`config.mk`:
```
export PLATFORM = sky130hd
export DESIGN_NAME = linear_interp_resampler_core
export DESIGN_NICKNAME = d
export VERILOG_FILES = /design/src/rtl/core/lirs_pkg.sv /design/src/rtl/core/lirs_div.sv /design/src/rtl/core/linear_interp_resampler_core.sv
export SDC_FILE = /design/constraint.sdc
export NUM_CORES = 1
export LEC_CHECK = 0
export BUFFER_PORTS_ARGS = -buffer_cell sky130_fd_sc_hd__buf_2
export CAP_MARGIN = 10
export CORE_ASPECT_RATIO = 2
export CORE_MARGIN = 10
export CORE_UTILIZATION = 30
export CTS_CLUSTER_SIZE = 40
export DETAILED_ROUTE_END_ITERATION = 8
export SYNTH_ARGS = -nofsm -noshare
export SYNTH_HDL_FRONTEND = slang
export SYNTH_SLANG_ARGS = --single-unit
```
`constraint.sdc`:
```
create_clock -name clk -period 10.5 [get_ports clk]
set_input_delay 2.1 -clock clk [delete_from_list [all_inputs] [get_ports clk]]
set_output_delay 2.1 -clock clk [all_outputs]
set_load 0.02 [all_outputs]
```
`src/rtl/core/lirs_pkg.sv`:
```
// Shared types and constants for the linear interpolation resampler.
// Holds the payload structs, the register indexes and the fixed widths.
// No dependencies.
package lirs_pkg;

  localparam int SAMPLE_BITS = 16;
  localparam int FRAC_BITS   = 16;
  localparam int RATE_W      = 18;
  localparam int PHASE_W     = 19;
  localparam int MAX_RUN     = 64;
  localparam int CNT_W       = $clog2(MAX_RUN + 1);
  localparam int CFG_IDX_W   = 1;

  localparam logic [RATE_W-1:0] RATE_RESET = RATE_W'(48000);

  localparam logic [CFG_IDX_W-1:0] CFG_INPUT_RATE  = CFG_IDX_W'(0);
  localparam logic [CFG_IDX_W-1:0] CFG_OUTPUT_RATE = CFG_IDX_W'(1);

  typedef struct packed {
    logic signed [SAMPLE_BITS-1:0] sample_in;
    logic                          end_of_input;
  } in_item_t;

  typedef struct packed {
    logic signed [SAMPLE_BITS-1:0] sample_out;
    logic                          run_last;
    logic                          stream_done;
  } out_item_t;

endpackage

```
`src/rtl/core/lirs_div.sv`:
```
// Iterative restoring divider: frac = round(phase * 2^FRAC_BITS / rate).
// One quotient bit per cycle, FRAC_BITS + 1 quotient bits per division.
// Depends on lirs_pkg for the phase and rate widths.
module lirs_div #(
  parameter int FRAC_BITS = lirs_pkg::FRAC_BITS
) (
  input  logic                         clk,
  input  logic                         rst,
  input  logic                         start,
  input  logic [lirs_pkg::PHASE_W-1:0] phase,
  input  logic [lirs_pkg::RATE_W-1:0]  rate,
  output logic                         done,
  output logic [FRAC_BITS:0]           quot
);

  localparam int DW    = lirs_pkg::PHASE_W + FRAC_BITS;
  localparam int RW    = lirs_pkg::RATE_W;
  localparam int STEPS = FRAC_BITS + 1;
  localparam int CW    = $clog2(STEPS + 1);

  logic [DW-1:0]    dvd;
  logic [RW-1:0]    rem;
  logic [FRAC_BITS:0] low;
  logic [RW-1:0]    dsr;
  logic [CW-1:0]    cnt;
  logic             busy;
  logic [RW:0]      trial;
  logic [RW:0]      diff;
  logic             qbit;

  // Phase is below rate while dividing, so the top bits start below the divisor.
  assign dvd   = {phase, {FRAC_BITS{1'b0}}} + DW'(rate >> 1);
  assign trial = {rem, low[FRAC_BITS]};
  assign diff  = trial - {1'b0, dsr};
  assign qbit  = (trial >= {1'b0, dsr});

  always_ff @(posedge clk) begin
    if (rst) begin
      busy <= 1'b0;
      done <= 1'b0;
      cnt  <= '0;
    end else begin
      done <= 1'b0;
      if (start) begin
        busy <= 1'b1;
        cnt  <= CW'(STEPS);
        rem  <= dvd[DW-1:FRAC_BITS+1];
        low  <= dvd[FRAC_BITS:0];
        dsr  <= rate;
      end else if (busy) begin
        rem  <= qbit ? diff[RW-1:0] : trial[RW-1:0];
        low  <= {low[FRAC_BITS-1:0], 1'b0};
        quot <= {quot[FRAC_BITS-1:0], qbit};
        cnt  <= cnt - CW'(1);
        if (cnt == CW'(1)) begin
          busy <= 1'b0;
          done <= 1'b1;
        end
      end
    end
  end

endmodule

```
`src/rtl/core/linear_interp_resampler_core.sv`:
```
// Linear interpolation sample rate converter, top level.
// Per interpolated output the sequencer steps through ST_RUN, ST_DIV (waiting on the
// bit-serial divider), ST_RND and ST_PUSH; a skipped phase step is one pass through ST_RUN
// or ST_TAIL, a tail copy ST_TAIL then ST_PUSH. One input item is worked at a time; the
// run's last output is held back and offered from ST_FLUSH.
// Reset (rst, synchronous, active high) returns rates to 48000 and clears stream state.
module linear_interp_resampler_core #(
  parameter int FRAC_BITS = lirs_pkg::FRAC_BITS
) (
  input  logic                              clk,
  input  logic                              rst,
  input  logic                              cfg_we,
  input  logic [lirs_pkg::CFG_IDX_W-1:0]    cfg_index,
  input  logic [lirs_pkg::RATE_W-1:0]       cfg_data,
  input  logic                              in_valid,
  output logic                              in_stall,
  input  lirs_pkg::in_item_t                in_data,
  output logic                              out_valid,
  input  logic                              out_stall,
  output lirs_pkg::out_item_t               out_data
);

  localparam int S  = lirs_pkg::SAMPLE_BITS;
  localparam int PW = S + FRAC_BITS + 2;
  localparam int PH = lirs_pkg::PHASE_W;
  localparam int RW = lirs_pkg::RATE_W;
  localparam int NW = lirs_pkg::CNT_W;
  localparam logic signed [PW-1:0] HALF = PW'(1) << (FRAC_BITS - 1);

  typedef enum logic [2:0] {
    ST_IDLE, ST_RUN, ST_DIV, ST_RND, ST_PUSH, ST_TAIL, ST_FLUSH
  } state_t;

  state_t state;

  // Rate registers
  logic [RW-1:0] src_rate;
  logic [RW-1:0] dst_rate;
  logic [RW-1:0] rin;
  logic [RW-1:0] rout;

  // Stream state
  logic [PH-1:0]         phase;
  logic signed [S-1:0]   prev;
  logic                  have_prev;

  // Per-item working registers
  logic signed [S-1:0]   cur;
  logic                  eos;
  logic signed [S:0]     diff;
  logic signed [PW-1:0]  prod;
  logic [NW-1:0]         res_count;
  logic signed [S-1:0]   nv_sample;
  logic                  in_tail;

  // One result is held back until we know whether it closes the run.
  logic                  hold_valid;
  logic signed [S-1:0]   hold_sample;

  logic                  div_start;
  logic                  div_done;
  logic [FRAC_BITS:0]    div_quot;

  logic                  in_xfer;
  logic                  out_free;
  logic                  emit;
  logic                  below;
  logic                  room;
  logic [PH-1:0]         phase_step;
  logic signed [PW-1:0]  rsum;
  logic signed [PW-1:0]  rshift;

  // A zero rate behaves as one.
  assign rin  = (src_rate == '0) ? RW'(1) : src_rate;
  assign rout = (dst_rate == '0) ? RW'(1) : dst_rate;

  assign in_stall   = (state != ST_IDLE);
  assign in_xfer    = in_valid && !in_stall;
  assign out_free   = !out_valid || !out_stall;
  // Load the output register from the held result in push or flush.
  assign emit       = hold_valid && out_free &&
                      ((state == ST_PUSH) || (state == ST_FLUSH));
  assign below      = (phase < PH'(rout));
  assign room       = (res_count < NW'(lirs_pkg::MAX_RUN));
  assign phase_step = phase + PH'(rin);
  assign div_start  = (state == ST_RUN) && below && room;
  assign rsum       = prod + HALF;
  assign rshift     = rsum >>> FRAC_BITS;

  lirs_div #(
    .FRAC_BITS(FRAC_BITS)
  ) u_div (
    .clk   (clk),
    .rst   (rst),
    .start (div_start),
    .phase (phase),
    .rate  (rout),
    .done  (div_done),
    .quot  (div_quot)
  );

  // Configuration writes; a new rate applies at once, on the current phase.
  always_ff @(posedge clk) begin
    if (rst) begin
      src_rate <= lirs_pkg::RATE_RESET;
      dst_rate <= lirs_pkg::RATE_RESET;
    end else if (cfg_we) begin
      unique case (cfg_index)
        lirs_pkg::CFG_INPUT_RATE:  src_rate <= cfg_data;
        lirs_pkg::CFG_OUTPUT_RATE: dst_rate <= cfg_data;
        default: ;
      endcase
    end
  end

  // Sequencer: walk the phase, divide and interpolate per output (copy in the tail), then flush.
  always_ff @(posedge clk) begin
    if (rst) begin
      state      <= ST_IDLE;
      phase      <= '0;
      prev       <= '0;
      have_prev  <= 1'b0;
      hold_valid <= 1'b0;
      out_valid  <= 1'b0;
      in_tail    <= 1'b0;
      eos        <= 1'b0;
      res_count  <= '0;
    end else begin
      // Raise valid for a new transfer, drop it once the current one completes.
      if (emit) begin
        out_valid <= 1'b1;
      end else if (out_valid && !out_stall) begin
        out_valid <= 1'b0;
      end

      unique case (state)
        ST_IDLE: begin
          if (in_xfer) begin
            cur       <= in_data.sample_in;
            eos       <= in_data.end_of_input;
            diff      <= {in_data.sample_in[S-1], in_data.sample_in} - {prev[S-1], prev};
            res_count <= '0;
            if (!have_prev) begin
              // First sample of a stream: store it, no segment yet.
              prev      <= in_data.sample_in;
              have_prev <= 1'b1;
              phase     <= '0;
              in_tail   <= in_data.end_of_input;
              state     <= in_data.end_of_input ? ST_TAIL : ST_IDLE;
            end else begin
              in_tail <= 1'b0;
              state   <= ST_RUN;
            end
          end
        end

        ST_RUN: begin
          if (below) begin
            // Advance phase now; the divider already latched the old value.
            phase <= phase_step;
            if (room) begin
              res_count <= res_count + NW'(1);
              state     <= ST_DIV;
            end
          end else begin
            phase   <= phase - PH'(rout);
            prev    <= cur;
            in_tail <= eos;
            state   <= eos ? ST_TAIL : ST_FLUSH;
          end
        end

        ST_DIV: begin
          if (div_done) begin
            prod  <= diff * $signed({1'b0, div_quot});
            state <= ST_RND;
          end
        end

        ST_RND: begin
          nv_sample <= prev + rshift[S-1:0];
          state     <= ST_PUSH;
        end

        ST_PUSH: begin
          if (!hold_valid) begin
            hold_sample <= nv_sample;
            hold_valid  <= 1'b1;
            state       <= in_tail ? ST_TAIL : ST_RUN;
          end else if (out_free) begin
            // A newer result exists, so the held one is not the run's last.
            out_data.sample_out  <= hold_sample;
            out_data.run_last    <= 1'b0;
            out_data.stream_done <= 1'b0;
            hold_sample          <= nv_sample;
            state                <= in_tail ? ST_TAIL : ST_RUN;
          end
        end

        ST_TAIL: begin
          if (below) begin
            phase <= phase_step;
            if (room) begin
              res_count <= res_count + NW'(1);
              nv_sample <= prev;
              state     <= ST_PUSH;
            end
          end else begin
            // End of stream: back to reset state, rates kept.
            prev      <= '0;
            have_prev <= 1'b0;
            phase     <= '0;
            state     <= ST_FLUSH;
          end
        end

        ST_FLUSH: begin
          if (!hold_valid) begin
            state <= ST_IDLE;
          end else if (out_free) begin
            out_data.sample_out  <= hold_sample;
            out_data.run_last    <= 1'b1;
            out_data.stream_done <= eos;
            hold_valid           <= 1'b0;
            state                <= ST_IDLE;
          end
        end

        default: state <= ST_IDLE;
      endcase
    end
  end

  // The held result is always flushed before the next item is taken.
  a_hold_empty_idle: assert property (@(posedge clk) disable iff (rst)
    (state == ST_IDLE) |-> !hold_valid)
    else $error("held result left over in idle");

  // Never more results per item than the run limit.
  a_count_limit: assert property (@(posedge clk) disable iff (rst)
    res_count <= NW'(lirs_pkg::MAX_RUN))
    else $error("result count beyond run limit");

  // The divider only finishes while the sequencer waits on it.
  a_div_done_state: assert property (@(posedge clk) disable iff (rst)
    div_done |-> (state == ST_DIV))
    else $error("divider finished outside divide state");

  // The stream's final transfer also closes its run.
  a_done_is_last: assert property (@(posedge clk) disable iff (rst)
    (out_valid && out_data.stream_done) |-> out_data.run_last)
    else $error("stream_done without run_last");

endmodule
```
Word-level counts from Yosys, hierarchy flattened:

Cells that the tools add are included.

* output and inout port bits: 20
* input bits: 41
* logic and storage cells: 176
* register bits after elaboration: 278

* $add $sub $neg: 9
* multiplexer cells: 64
* bitwise gates (word level): 4
* reductions and logical operators: 43
* magnitude comparators: 3
* multiply operators: 1
* equal/unequal tests: 25

Operators with widths (count)
* $mux 18: 9
* $mux 16: 8
* $mux 19: 4
* $pmux 19 s3: 1
* $pmux 16 s3: 1
* $mux 3: 13
* $logic_not 18->1: 2
* $pmux 18 s2: 1
* $add 35x17->35: 1
* $mux 17: 2
* $add 32x17->32 const B: 1
* $mul 17x18->32: 1
* $pmux 16 s2: 1
* $mux 7: 3
* $pmux 3 s7: 1
* $reduce_and 3->1: 7
* $ne 2x2->1 const B: 10
* $add 19x18->19: 1
* $ge 19x18->1: 1
* $lt 19x18->1: 1
* $sub 19x18->19: 1
* $sub 18x18->18: 1
* $sub 16x16->17: 1
* $add 16x16->16: 1
* 27 further kinds: 76

Longest topological paths before layout:

* depth after elaboration: 7
* mapped depth: 24
* mapped depth without buffers: 23

Hierarchy:

A second synthesis with hierarchy kept.

* cell total of the unflattened synthesis: 2452
* area total of the unflattened synthesis: 23445.0 µm²

Modules (own cells, without submodules)
* linear_interp_resampler_core: instances 1, cells each 2079, area an instance 19148.4 µm², sequential area each 4724.5 µm²
* lirs_div: instances 1, cells each 373, area an instance 4296.6 µm², sequential area each 2242.2 µm²

Worst setup path after synthesis:

OpenSTA, ideal clock, no wires.

* path type: reg-to-reg
* from: register u_div.quot[6]
* to: register prod[31], data pin
* arrival time: 5780 ps
* setup time: 261 ps
* clock period less this slack: 6041 ps
* cell stages (with the launch flop): 21
* data required time: 10239 ps
* setup slack: 4459 ps
* path buffers: 1
* path through: edfxtp_1 -> clkbuf_1 -> and2_1 -> fa_1 -> inv_1 -> fa_1 -> fa_1 -> fa_1 -> inv_1 -> fa_1 -> fa_1 -> ha_1 -> a211oi_1 -> nand3_1 -> a21o_1 -> and3_1 -> nor3_1 -> o21ai_1 -> a2111oi_0 -> or3_1 -> xor2_1

* longest elaborated chain between the ends: 1

Ends and longest elaborated chain
* start, declared: RTL line lirs_div.sv:13 `output logic [FRAC_BITS:0] quot`
* start signal, assigned: RTL line lirs_div.sv:53 `quot <= {quot[FRAC_BITS-1:0], qbit};`
* $mul 17x18->32: RTL line linear_interp_resampler_core.sv:175 `prod <= diff * $signed({1'b0, div_quot});`
* end signal, assigned: RTL line linear_interp_resampler_core.sv:175
* end, declared: RTL line linear_interp_resampler_core.sv:51 `logic signed [PW-1:0] prod;`

No other way between the ends.
A chain may end at the register's enable or synchronous reset.

Final worst setup path:

* from: register u_div.quot[5]
* to: register prod[31], data pin

The elaborated chain is that of the path after synthesis.

==> results by group <==
Drt
  • Detailed Routing Iterations Pass 1: 7
  • Wire length after detailed routing: 68,400 um
  • DR vias: 17,467
  • DRT iter0 DRCs: 762
  • DRC viols: 0
  • Vias per inst: 4.95
  • Antenna viol nets, final: 0
  • Average detailed-routed wire length per instance: 19.4 um

Status
  • Run status: finished, final reports clean

Synthesis
  • Synth async-reset ratio: 0%
  • Post-synthesis average cell area: 9.35 um^2
  • Synthesized Nets: 2,972
  • Top cells by instance count after synthesis: 357 x inv_1, 313 x nand2_1, 228 x fa_1
  • Yosys synthesis warning count: 0
  • EDFF count, synth: 170
  • Post-synthesis sequential area ratio: 29.7%
  • Proportion of netlist area held by the largest area contributor: 21.8%
  • Count of cell types in the netlist: 78
  • Count leader, synth: inv_1
  • Flop and latch count out of synthesis: 263
  • Combined area of all synthesized cells: 23,400 um^2
  • Synth top area cells: edfxtp_1 22%, fa_1 19%, ha_1 11%
  • Synth Flop Type: edfxtp_1
  • Largest area contributor in the synthesized netlist: edfxtp_1
  • Instance count of the mapped netlist: 2,506

Global routing
  • Pin count of the biggest net entering global routing: 62
  • Global-route usage over all layers: 15.2%
  • Antenna violations before repair: 7
  • GRT overflow: 0
  • First-pass GRT wire length: 106,000 um
  • Number of global-route vias before repair: 18,718

Critical path
  • Worst EP arrival: 7350 ps
  • Cell type of the slowest stage on the worst timing path: edfxtp_1
  • Required time at the worst-slack endpoint: 10,810 ps
  • Kind of end point of the critical path: register
  • Type of the worst setup path: register to register
  • Kind of launch point of the worst setup path: register
  • Cell chain of the critical path: and2_1, fa_1, inv_1, fa_1, fa_1, fa_1, inv_1, fa_1, fa_1, ha_1, a211oi_1, nand3_1, a21o_1, and3_1, nor3_1, o21ai_1, a2111oi_0, or3_1, xor2_1
  • Max incr delay on CP: 670 ps
  • Highest fanout seen on the critical path: 18
  • Cell type with the highest occurrence count on the critical path: fa_1

Timing
  • Final Cycle Share: 67.0%
  • Final Critical Period: 7040 ps
  • Final setup violating endpoints: 0
  • Final max-slew violation count: 0
  • Post-Route Hold Slack: 418 ps
  • Final sum of negative setup slack: 0 ps
  • Unrepaired setup endpoints after global routing: false
  • Count of final hold-check violations: 0
  • Worst slew slack as a fraction of its limit: 21.5%
  • Worst-margin pin slew: 1180 ps
  • Maximum clock frequency: 142 MHz
  • Setup skew after layout: 18.7 ps

Floorplan
  • Area of the placeable core: 77,300 um^2
  • Die W: 218 um
  • Std cell rows: 144
  • Starting density of the core: 30.3%
  • Die boundary height: 415 um
  • I/O Pins: 61
  • Die area: 90,300 um^2

Cells and area
  • Filler cell count in the final layout: 8,018
  • Layout cell share with drive strength beyond 1: 6.23%
  • Final instance area: 25,500 um^2
  • Total Nets Final: 2,952
  • Layout area overhead: 8.70%
  • Post-layout utilization of the core: 32.9%

Clock network
  • Clock buffers created by TritonCTS: 25
  • CTS Hold Bufs: 0
  • Longest Clk Path Bufs: 3
  • Clk_lat worst skew: 570 ps
  • Clock tree from TritonCTS: built
  • Clock Tree Root: clkbuf_16
  • Number of H-tree levels: 1
  • Post-CTS clock slew at the launch and capture registers of the worst setup and hold paths: 80 ps
  • Post-CTS resize count: 0
  • Number of buffers inserted by post-CTS setup repair: 0
  • TritonCTS Sinks: 263

Job
  • Reported max-cap violation count: 0

Placement
  • Weighted congestion reported at the end of routability-driven placement: 0.928
  • Standard cell area after detailed placement: 24,600 um^2
  • Placed wire-length estimate: 55,500 um
  • Number of I/O port buffers: 60

Worst hold path
  • Worst hold path class: register to register
## cell families (layout without fill, tap and decap cells)
group,Yosys count,after routing,synth area share [%]
other,0,2,0
AND/OR/NAND/NOR,839,839,17.2
multiplexers,8,8,0.358
adder cells (fa/ha/maj),425,425,30.0
buffers and inverters,483,481,7.99
flip-flops,263,263,29.7
XOR/XNOR,106,106,3.96
AO/OA/AOI/OAI,382,382,10.7
## layer usage
metal	global-route usage (%)	up-vias	routed length (um)
met5	0	-	36
met4	12.3	6	6210
met1	13.2	8633	21300
li1	-	8233	-
met3	1.63	219	1950
met2	30.2	376	38900
## area by class of cell
type / count / area, um^2 / area share, %
antenna: 2 / 5.00 / 0.0197
clock buffer: 29 / 672 / 2.64
clock inverter: 16 / 139 / 0.545
inverter: 359 / 1350 / 5.29
multi-input combinational: 1760 / 14600 / 57.4
sequential: 263 / 6970 / 27.4
tap: 1022 / 1280 / 5.02
timing repair buffer: 77 / 430 / 1.69
## through the flow
stage               instances  setup slack [ps]
finish                   3528              3460
global route             3526              3060
CTS                      3526              3420
detailed placement       3481              3420
global placement         3481              3430
floorplan                2506              4460
## flip-flops by register name, indices dropped and copies added, names as in the netlist, 3 cells and up
signal / count
res_count: 7
u_div.dsr: 18
u_div.low: 17
u_div.quot: 17
u_div.cnt: 5
nv_sample: 16
u_div.rem: 18
prev: 16
src_rate: 18
out_data: 18
dst_rate: 18
state: 3
hold_sample: 16
phase: 19
diff: 17
prod: 17
cur: 16
## critical path: cells and delay by family (launching register included)
family | cells | cell delay, ps
AO/OA/AOI/OAI | 4 | 1260
XOR/XNOR | 1 | 60
adder cells (fa/ha/maj) | 7 | 3330
buffers and inverters | 2 | 110
flip-flops | 1 | 670
AND/OR/NAND/NOR | 5 | 1330
## cells in the final DEF, fill, tap and decap left out, types with 5 or more instances in the layout
cell type | synthesis | final
o211ai_1 | 10 | 10
o21ai_0 | 51 | 51
a21boi_0 | 5 | 5
nor4_1 | 12 | 10
o31ai_1 | 11 | 11
nor2_1 | 149 | 146
or3_1 | 16 | 16
edfxtp_1 | 170 | 170
o21bai_1 | 7 | 7
nand2b_1 | 15 | 15
a31oi_1 | 21 | 21
a22oi_1 | 10 | 10
nor2b_1 | 15 | 15
fa_1 | 228 | 228
a21oi_1 | 126 | 126
inv_1 | 357 | 357
buf_4 | 2 | 18
xor2_1 | 36 | 36
o22ai_1 | 9 | 9
o21a_1 | 22 | 22
nand4_1 | 14 | 14
nand2_1 | 313 | 313
and3_1 | 37 | 37
clkbuf_16 | 0 | 26
and2_1 | 153 | 153
buf_2 | 4 | 59
a2bb2oi_1 | 5 | 5
a2111oi_0 | 8 | 8
xnor2_1 | 70 | 70
mux2i_1 | 5 | 5
a211oi_2 | 11 | 11
nand3_1 | 51 | 51
a211oi_1 | 12 | 12
o21ai_1 | 10 | 10
dfxtp_1 | 93 | 93
nor3_1 | 41 | 39
ha_1 | 197 | 197
a21o_1 | 22 | 22
## worst paths after layout
path                                startpoint     endpoint  slack, ps  cells after the start
worst min register to register  hold_sample[0]  out_data[2]        420                      0
worst max register to register   u_div.quot[5]     prod[31]       3460                     19
worst max-delay path             u_div.quot[5]     prod[31]       3460                     19
worst min-delay path            hold_sample[0]  out_data[2]        420                      0
Power is not shown: default switching activity piles up to over one toggle a cycle in this logic, so the estimate is an artifact.
